[config.mk]
export PLATFORM = sky130hd
export DESIGN_NAME = query_token_syntax_checker_top
export DESIGN_NICKNAME = d
export VERILOG_FILES = /design/src/qtsc_pkg.sv /design/src/query_token_syntax_checker_top.sv /design/src/qtsc_succ.sv
export SDC_FILE = /design/constraint.sdc
export NUM_CORES = 1
export LEC_CHECK = 0
export CAP_MARGIN = 20
export CORE_MARGIN = 10
export CORE_UTILIZATION = 40
export DETAILED_ROUTE_END_ITERATION = 10
export DONT_BUFFER_PORTS = 1
export HOLD_SLACK_MARGIN = 0.05
export PLACE_DENSITY = 0.58
export SKIP_CTS_REPAIR_TIMING = 1
export SLEW_MARGIN = 25
export SYNTH_ARGS = -nofsm -noshare
export SYNTH_HDL_FRONTEND = slang
export SYNTH_SLANG_ARGS = --single-unit
[constraint.sdc]
create_clock -name clk -period 4.1 [get_ports clk]
set_input_delay 0.41 -clock clk [delete_from_list [all_inputs] [get_ports clk]]
set_output_delay 0.41 -clock clk [all_outputs]
set_load 0.01 [all_outputs]
[src/qtsc_pkg.sv]
// Shared token codes, error codes and character/token class functions for the query checker.
package qtsc_pkg;

	typedef logic [4:0] tok_t;
	typedef logic [3:0] err_t;

	localparam tok_t K_OPEN   = 5'd0;
	localparam tok_t K_CLOSE  = 5'd1;
	localparam tok_t K_AND    = 5'd2;
	localparam tok_t K_OR     = 5'd3;
	localparam tok_t K_NOT    = 5'd4;
	localparam tok_t K_VAR    = 5'd5;
	localparam tok_t K_CMP_LO = 5'd6;
	localparam tok_t K_CMP_HI = 5'd11;
	localparam tok_t K_MATCH  = 5'd12;
	localparam tok_t K_NOMATCH = 5'd13;
	localparam tok_t K_COMMA  = 5'd14;
	localparam tok_t K_VAL_LO = 5'd16;
	localparam tok_t K_VAL_HI = 5'd20;
	localparam tok_t K_REGEXP = 5'd21;
	localparam tok_t K_OTHER  = 5'd22;
	localparam tok_t K_NONE   = 5'd31;

	localparam err_t E_OK         = 4'd0;
	localparam err_t E_START      = 4'd1;
	localparam err_t E_AFT_OPEN   = 4'd2;
	localparam err_t E_AFT_CLOSE  = 4'd3;
	localparam err_t E_AFT_AND    = 4'd4;
	localparam err_t E_AFT_OR     = 4'd5;
	localparam err_t E_AFT_NOT    = 4'd6;
	localparam err_t E_AFT_NEGVAR = 4'd7;
	localparam err_t E_AFT_CMP    = 4'd8;
	localparam err_t E_AFT_MATCH  = 4'd9;
	localparam err_t E_AFT_COMMA  = 4'd10;
	localparam err_t E_AFT_REGEXP = 4'd11;
	localparam err_t E_NAME_CHAR  = 4'd12;
	localparam err_t E_EXCESS_OPEN  = 4'd13;
	localparam err_t E_EXCESS_CLOSE = 4'd14;
	localparam err_t E_ENDS_OPEN  = 4'd15;

	function automatic logic is_starter(input tok_t k);
		return (k == K_OPEN) || (k == K_VAR) || (k == K_NOT);
	endfunction

	function automatic logic is_joiner(input tok_t k);
		return (k == K_CLOSE) || (k == K_AND) || (k == K_OR);
	endfunction

	function automatic logic is_value(input tok_t k);
		return (k >= K_VAL_LO) && (k <= K_VAL_HI);
	endfunction

	function automatic logic name_char_ok(input logic [7:0] c);
		return ((c >= 8'h30) && (c <= 8'h39))     // 0-9
			|| ((c >= 8'h61) && (c <= 8'h7a))     // a-z
			|| ((c >= 8'h41) && (c <= 8'h5a))     // A-Z
			|| (c == 8'h5b) || (c == 8'h5d)       // [ ]
			|| (c == 8'h5f) || (c == 8'h2e)       // _ .
			|| (c == 8'h3a) || (c == 8'h5c);      // : backslash
	endfunction

endpackage

[src/query_token_syntax_checker_top.sv]
// Top level of the query token syntax checker: state, depth counter and result register.
//
//  channel | signals                                          | dir
//  --------+--------------------------------------------------+-----
//  in      | in_valid, in_ready, item_kind, token_kind,        | in
//          | name_char, end_of_query                           |
//  out     | out_valid, out_ready, error_code, query_done      | out
//
// Every input beat yields exactly one output beat, in the cycle after it is accepted.
// One beat per cycle sustained: the checks, depth update and verdict are a
// single combinational pass from the input port into the result register.
// in_ready is high whenever the result register is empty or being drained,
// so a stalled consumer holds the input off only while a result waits.
// arst_n clears query state (prev tokens = none, depth 0, no error) and the
// result valid flag; a beat with end_of_query also clears query state.
module query_token_syntax_checker_top #(
	parameter int NEST_DEPTH_MAX = 127
) (
	input  logic                 clk,
	input  logic                 arst_n,
	input  logic                 in_valid,
	output logic                 in_ready,
	input  logic                 item_kind,
	input  qtsc_pkg::tok_t       token_kind,
	input  logic [7:0]           name_char,
	input  logic                 end_of_query,
	output logic                 out_valid,
	input  logic                 out_ready,
	output qtsc_pkg::err_t       error_code,
	output logic                 query_done
);
	import qtsc_pkg::*;

	// signed depth wide enough for +/-NEST_DEPTH_MAX
	localparam int DW = $clog2(NEST_DEPTH_MAX + 1) + 1;
	localparam logic signed [DW-1:0] DMAX = DW'(NEST_DEPTH_MAX);
	localparam logic signed [DW-1:0] DMIN = -DMAX;

	// query state
	tok_t                   prev_q, prev2_q;
	logic signed [DW-1:0]   depth_q;
	err_t                   lat_q;
	logic                   first_q;
	logic                   nerr_q;   // latched error came from current var name

	// result register
	logic  out_valid_q;
	err_t  error_code_q;
	logic  query_done_q;

	tok_t                   tok_c;
	err_t                   succ_code;
	tok_t                   prev_n, prev2_n;
	logic signed [DW-1:0]   depth_n;
	err_t                   lat_n;
	logic                   first_n;
	logic                   nerr_n;
	err_t                   code_n;
	logic                   accept;

	// kinds above "other" fold into "other"
	assign tok_c = (token_kind > K_OTHER) ? K_OTHER : token_kind;

	assign in_ready = !out_valid_q || out_ready;
	assign accept   = in_valid && in_ready;

	qtsc_succ u_succ (
		.tok   (tok_c),
		.prev  (prev_q),
		.prev2 (prev2_q),
		.first (first_q),
		.code  (succ_code)
	);

	always_comb begin
		prev_n  = prev_q;
		prev2_n = prev2_q;
		depth_n = depth_q;
		lat_n   = lat_q;
		first_n = first_q;
		nerr_n  = nerr_q;

		if (!item_kind) begin
			// first error wins; E_AFT_NEGVAR overrides a bad char in the negated var's name
			if (succ_code != E_OK) begin
				if (lat_q == E_OK)
					lat_n = succ_code;
				else if (nerr_q && succ_code == E_AFT_NEGVAR)
					lat_n = succ_code;
			end
			first_n = 1'b0;
			if (tok_c == K_OPEN) begin
				if (depth_q >= DMAX) begin
					if (lat_n == E_OK) lat_n = E_EXCESS_OPEN;
				end else begin
					depth_n = depth_q + DW'(1);
				end
			end else if (tok_c == K_CLOSE) begin
				if (depth_q <= DMIN) begin
					if (lat_n == E_OK) lat_n = E_EXCESS_CLOSE;
				end else begin
					depth_n = depth_q - DW'(1);
				end
			end
			prev2_n = prev_q;
			prev_n  = tok_c;
			nerr_n  = 1'b0;
		end else begin
			// name chars count only right after a variable token
			if (prev_q == K_VAR && !name_char_ok(name_char) && lat_q == E_OK) begin
				lat_n  = E_NAME_CHAR;
				nerr_n = 1'b1;
			end
		end

		// end-of-query verdict; nesting errors outrank a bad name char
		code_n = lat_n;
		if (end_of_query && (lat_n == E_OK || nerr_n)) begin
			if (prev_n == K_NONE)
				code_n = E_START;
			else if (prev_n == K_OPEN)
				code_n = E_ENDS_OPEN;
			else if (depth_n > DW'(0))
				code_n = E_EXCESS_OPEN;
			else if (depth_n < DW'(0))
				code_n = E_EXCESS_CLOSE;
		end
	end

	always_ff @(posedge clk or negedge arst_n) begin
		if (!arst_n) begin
			prev_q  <= K_NONE;
			prev2_q <= K_NONE;
			depth_q <= '0;
			lat_q   <= E_OK;
			first_q <= 1'b1;
			nerr_q  <= 1'b0;
		end else if (accept) begin
			if (end_of_query) begin
				prev_q  <= K_NONE;
				prev2_q <= K_NONE;
				depth_q <= '0;
				lat_q   <= E_OK;
				first_q <= 1'b1;
				nerr_q  <= 1'b0;
			end else begin
				prev_q  <= prev_n;
				prev2_q <= prev2_n;
				depth_q <= depth_n;
				lat_q   <= lat_n;
				first_q <= first_n;
				nerr_q  <= nerr_n;
			end
		end
	end

	always_ff @(posedge clk or negedge arst_n) begin
		if (!arst_n) begin
			out_valid_q <= 1'b0;
		end else if (accept) begin
			out_valid_q <= 1'b1;
		end else if (out_ready) begin
			out_valid_q <= 1'b0;
		end
	end

	always_ff @(posedge clk) begin
		if (accept) begin
			error_code_q <= code_n;
			query_done_q <= end_of_query;
		end
	end

	assign out_valid  = out_valid_q;
	assign error_code = error_code_q;
	assign query_done = query_done_q;

endmodule

[src/qtsc_succ.sv]
// Start-token and successor rule check for one query token.
module qtsc_succ (
	input  qtsc_pkg::tok_t tok,
	input  qtsc_pkg::tok_t prev,
	input  qtsc_pkg::tok_t prev2,
	input  logic           first,
	output qtsc_pkg::err_t code
);
	import qtsc_pkg::*;

	always_comb begin
		code = E_OK;
		if (first) begin
			if (!is_starter(tok))
				code = E_START;
		end else if (prev2 == K_NOT && prev == K_VAR) begin
			// negated variable must be followed by a joiner
			if (!is_joiner(tok))
				code = E_AFT_NEGVAR;
		end else if (prev == K_OPEN) begin
			if (!is_starter(tok)) code = E_AFT_OPEN;
		end else if (prev == K_CLOSE) begin
			if (!is_joiner(tok)) code = E_AFT_CLOSE;
		end else if (prev == K_AND) begin
			if (!is_starter(tok)) code = E_AFT_AND;
		end else if (prev == K_OR) begin
			if (!is_starter(tok)) code = E_AFT_OR;
		end else if (prev == K_NOT) begin
			if (tok != K_VAR) code = E_AFT_NOT;
		end else if (prev >= K_CMP_LO && prev <= K_CMP_HI) begin
			if (!is_value(tok)) code = E_AFT_CMP;
		end else if (prev == K_MATCH || prev == K_NOMATCH) begin
			if (tok != K_REGEXP) code = E_AFT_MATCH;
		end else if (prev == K_COMMA) begin
			if (!is_value(tok)) code = E_AFT_COMMA;
		end else if (prev == K_REGEXP) begin
			if (!is_joiner(tok)) code = E_AFT_REGEXP;
		end
	end

endmodule
==> reports/results.ini, run 1 <==
[logic_synthesis]
synth-edff-count=5
synth_top_area_share_pct=13.5
synth_seq_cells=30
syn_area_per_cell_um2=8.24
synth_cell_type_count=71
synthTopCellsByArea=dfrtp_1 (14%), dfstp_2 (11%), edfxtp_1 (5.8%), a21oi_1 (5.0%), o21ai_0 (4.4%)
synth_nets=337
synthCells=315
yosysTopAreaCell=dfrtp_1
async_flop_share_pct=83.3
ys.flop_type=dfrtp_1
yosysWarnings=0
yosysSeqAreaShare_pct=30.4
syn_area_mm2=0.00259

[global_routing]
grt_usage_pct=14.6
grt.overflow.total=0
grt_pass1_vias=2314
grt_pass1_wl_mm=12.2
grt_max_degree=26
grt_antenna_before_repair=0

[power_and_ir_drop]
power.switching_mw=0.313
seqPwrFrac_pct=44.2
static-leakage-power_nw=0.966
switching_share_pct=35.4
p_clk_share_pct=26.3
p_int_mw=0.571
peakVddDrop_v=0.000121
combinationalPowerShare_pct=29.5
p_per_area_mw_per_mm2=325
finalPower_mw=0.885

[critical_path]
critPathBufInv=0
crit_fanout=14
crit_family=simple AND/OR/NAND/NOR gates
crit_chain=nor4b_2 > and4b_1 > a21oi_1 > a32oi_1 > nor3_1 > a32oi_1 > nand3_1 > o31ai_4 > and2_4 > a21oi_2
crit_slowest_cell=dfstp_2
crit_path_end_kind=flop
startpoint_type=flop
worstPathArrival_ns=3.74
cp_data_required_time_ns=4.13
slowest_delay_ns=0.66
cp_common_cell=a32oi_1
path_class=reg -> reg

[layout]
final_cell_mix=nand2_1 (27), a21oi_1 (26), nor2_1 (24)
final_net_count=330
nFillCells=668
regArea_um2=790
stdcell_count=386
multi_input_area_mm2=0.00166
n_antenna_cell=0
area_delta_synth_final_pct=5.01
layout_commonest_cell=nand2_1
design_area_mm2=0.00273
drive_gt1_share_pct=13.6
fin_util_pct=43.2

[sta]
setup_tns_ns=0
rsz0062_at_grt=false
worstMarginPinSlew_ns=0.805
layout_setup_ws_ns=0.385
hold_viol=0
drv_slew=0
fin_crit_sh_pct=90.6
finalClockSkew_ns=0.00891
whs_ns=0.218
max_clock_freq_mhz=269
period_minus_slack_ns=3.72
max_slew_margin_pct=45.9
setup_violations=0

[place]
dp.final_hpwl_mm=5.19
place_inst=376
portBuffers=0
routabilityCongestion=0.874
dpl-instance-area_mm2=0.00261
pre_cts_ws_ns=0.421

[clocking]
clock-root-buffer=clkbuf_8
clock-sinks=30
clk_latency_ns=0.28
path_clk_slew_ns=0.07
cts_max_level=2
numCtsBuffers=5
cts_tree=yes
cts_buffer_depth=2

[route]
via_per_inst=6.14
drt_wl_total_mm=7.06
wl_met2_mm=3.46
first_pass_iters=4
vias=2370
drt_iter0_drc=218
wl_met3_um=319
post-route-drc-count=0
wire_per_inst_um=18.3
drt.antenna.violating_nets=0
top_layer=met4
m1WireLength_mm=3.11

[die]
fp.coreArea_mm2=0.00631
initial_core_util_pct=41.1
rows=29
die_h_um=101
die_w_um=101
num_io_pins=26
die_area_mm2=0.0101

[run_status]
outcome=complete, no violations

[hold_path]
min-delay-path-class=in -> reg

[run]
cap_viol_max_count=0

==> Yosys cell counts (all sizes together), types with 3 or more instances <==
cell,instances
nand2b,11
a211oi,3
nor2b,3
edfxtp,5
inv,13
o31ai,6
o22ai,4
or2,5
a31oi,7
nor4b,3
nand2,27
a21boi,3
a32oi,3
or3,9
ha,3
nor4,7
buf,9
nand3,10
clkbuf,9
nand4,5
a22oi,3
dfrtp,14
and2,3
a21oi,27
and3,3
o22a,8
o21ai,27
dfstp,11
nor2,24
nand4b,3
xnor2,4
nor3,9
==> per-layer routing <==
| layer | vias up | global-route usage (%) |
|---|---|---|
| met4 | 0 | 5.22 |
| met5 | - | 0 |
| li1 | 1186 | - |
| met3 | 11 | 2.74 |
| met2 | 61 | 24.1 |
| met1 | 1112 | 18.6 |
==> worst paths after layout <==
| check | start | to | slack [ns] | depth (start not counted) |
|---|---|---|---|---|
| min reg2reg | prev2_q[2] | prev2_q[2] | 0.51 | 1 |
| max in group asynchronous | arst_n | prev2_q[1] | 3.30 | 2 |
| min in group asynchronous | arst_n | depth_q[3] | 0.56 | 2 |
| max | prev_q[2] | error_code[3] | 0.38 | 10 |
| max reg2reg | prev_q[2] | error_code[3] | 0.38 | 10 |
| min | end_of_query | query_done | 0.22 | 0 |
==> final cells by class <==
class / count / area share (%)
multi-input cells: 253 / 60.9
flip-flops and latches: 30 / 29.0
well taps: 77 / 3.54
clock buffers: 6 / 2.66
inverters: 14 / 1.93
repair buffers: 4 / 1.65
clock inverters: 2 / 0.367
==> power groups by stage <==
stage	Combinational, mW	Sequential, mW	Clock, mW
6_report	0.261	0.391	0.233
5_1_grt	0.292	0.397	0.255
4_1_cts	0.250	0.391	0.243
3_5_place_dp	0.249	0.396	0
3_3_place_gp	0.249	0.396	0
2_1_floorplan	0.226	0.369	0
==> sequential cells by signal, summed over array words and instances (netlist names) <==
| signal | cells |
|---|---|
| lat_q | 4 |
| prev2_q | 5 |
| prev_q | 5 |
| first_q | 1 |
| nerr_q | 1 |
| query_done | 1 |
| depth_q | 8 |
| error_code | 4 |
| out_valid | 1 |
==> cells by family after synthesis <==
group / count (synthesis) / share of synthesized area, %
buf+inv: 32 / 5.64
simple gates: 133 / 28.8
compound gates: 113 / 32.3
flops: 30 / 30.4
xor+xnor: 4 / 1.35
fa+ha+maj: 3 / 1.45
(Power assumes the default switching activity.)
==> run 2: changes to the inputs <==
--- a/config.mk
+++ b/config.mk
@@ -7,11 +7,11 @@
 export LEC_CHECK = 0
 export CAP_MARGIN = 20
 export CORE_MARGIN = 10
-export CORE_UTILIZATION = 40
+export CORE_UTILIZATION = 50
 export DETAILED_ROUTE_END_ITERATION = 10
 export DONT_BUFFER_PORTS = 1
 export HOLD_SLACK_MARGIN = 0.05
-export PLACE_DENSITY = 0.58
+export PLACE_DENSITY = 0.69
 export SKIP_CTS_REPAIR_TIMING = 1
 export SLEW_MARGIN = 25
 export SYNTH_ARGS = -nofsm -noshare
==> run 2 against run 1 <==
Effect of this change:
- count of clock-buffer cells in the layout unchanged
- register-to-register slack better by 0.07 ns
- sequential power about the same
- via count grew 3.6%
- routed wire length is 1.3% lower
- die area shrank 16%
- flip-flop and latch count did not move
- sequential share of layout area hardly changed
- worst hold slack lost 0.0031 ns
- global-route usage increased by 1.7 points
- critical path depth unchanged
==> reports/results.ini, run 2 (synthesis results as in run 1) <==
[run_status]
outcome=complete, no violations

[sta]
setup_violations=0
period_minus_slack_ns=3.64
max_slew_margin_pct=48.2
fin_crit_sh_pct=88.9
setup_tns_ns=0
hold_viol=0
finalClockSkew_ns=0.00678
drv_slew=0
max_clock_freq_mhz=274
rsz0062_at_grt=false
worstMarginPinSlew_ns=0.770

[critical_path]
crit_chain=nor4b_2 > and4b_1 > a21oi_1 > a32oi_1 > nor3_1 > a32oi_1 > nand3_1 > o31ai_4 > and2_4 > a21oi_2
crit_family=simple AND/OR/NAND/NOR gates
crit_slowest_cell=dfstp_2
reg2reg_from=prev_q[2]
crit_path_end_kind=flop
crit_fanout=14
cp_num_cells=10
startpoint_type=flop
cp_data_required_time_ns=4.13
cp-startpoint=prev_q[2]
reg2reg_slack_ns=0.46
worstPathArrival_ns=3.67
path_class=reg -> reg
slowest_delay_ns=0.66
critPathBufInv=0
reg2reg_depth=10
cp_common_cell=a32oi_1

[route]
top_layer=met4
wl_met2_mm=3.14
drt_wl_total_mm=6.97
wl_met3_um=674
drt_iter0_drc=237
via_per_inst=6.48
m1WireLength_mm=2.98
post-route-drc-count=0
wire_per_inst_um=18.4
vias=2455
drt.antenna.violating_nets=0
first_pass_iters=6

[clocking]
clock-root-buffer=clkbuf_8
numCtsBuffers=5
cts_max_level=2
cts_tree=yes
clk_latency_ns=0.29
path_clk_slew_ns=0.07
cts_buffer_depth=2
clock-sinks=30

[global_routing]
grt_antenna_before_repair=0
grt.overflow.total=0
grt_pass1_wl_mm=11.8
grt_max_degree=26
grt_pass1_vias=2314
grt_usage_pct=16.3

[die]
rows=26
fp.coreArea_mm2=0.00507
initial_core_util_pct=51.1
die_area_mm2=0.00847
die_h_um=92.0
die_w_um=92.0
num_io_pins=26

[place]
dp.final_hpwl_mm=4.97
dpl-instance-area_mm2=0.00260
portBuffers=0
place_inst=369
routabilityCongestion=0.925

[layout]
area_delta_synth_final_pct=5.16
n_antenna_cell=0
top_register=depth_q
drive_gt1_share_pct=13.9
largest_reg_flops=8
design_area_mm2=0.00273
stdcell_count=379
final_cell_mix=nand2_1 (27), a21oi_1 (26), nor2_1 (24)
nFillCells=479
largest_registers=depth_q x8, prev2_q x5, prev_q x5
layout_commonest_cell=nand2_1
final_net_count=330

[hold_path]
hold_path_depth=0
min-delay-path-class=in -> reg
holdCritStartpoint=end_of_query

[power_and_ir_drop]
p_per_area_mw_per_mm2=332
static-leakage-power_nw=0.968
peakVddDrop_v=0.000187

[run]
cap_viol_max_count=0

[run 2: cell count changes in the layout (fill, tap and decap cells not counted)]
cell        change
clkinv_2        -1
clkinvlp_4      +1
clkbuf_1        -1
clkbuf_8        +1
[run 2: worst paths after layout]
check / end
setup reg to reg: error_code[3]
hold reg to reg: prev2_q[1]
setup / recovery: error_code[3]
max in group asynchronous: prev2_q[4]
min in group asynchronous: depth_q[7]
hold / removal: query_done
[run 2: power by group]
part / total (mW) / leakage, nW / switching, mW / internal, mW
sequential: 0.392 / 0.355 / 0.0483 / 0.343
combinational: 0.261 / 0.566 / 0.150 / 0.110
clock: 0.255 / 0.0472 / 0.120 / 0.135
total: 0.907 / 0.968 / 0.318 / 0.589
[run 2: through the flow]
step	total power [mW]	util, %	hold slack [ns]	setup WS, ns
after floorplan	0.595	-	0.114	0.919
after global placement	0.638	51.3	0.116	0.501
after detailed placement	0.644	51.3	0.116	0.494
after CTS	0.899	53.2	-0.193	0.496
after global routing	0.962	53.8	0.200	0.134
final	0.907	53.8	0.215	0.456
[run 2: routing by layer]
metal | vias to the layer above | global-route usage [%]
li1 | 1186 | -
met1 | 1140 | 21.6
met2 | 117 | 24.7
met3 | 12 | 3.59
met4 | 0 | 7.33
met5 | - | 0
[run 2: final cells by class]
type | count | area, um2 | area share (%)
Tap cell | 70 | 87.6 | 3.21
Multi-Input combinational cell | 253 | 1660 | 60.8
Clock buffer | 6 | 82.6 | 3.03
Sequential cell | 30 | 790 | 28.9
Timing Repair Buffer | 4 | 45.0 | 1.65
Inverter | 14 | 52.6 | 1.93
Clock inverter | 2 | 12.5 | 0.459
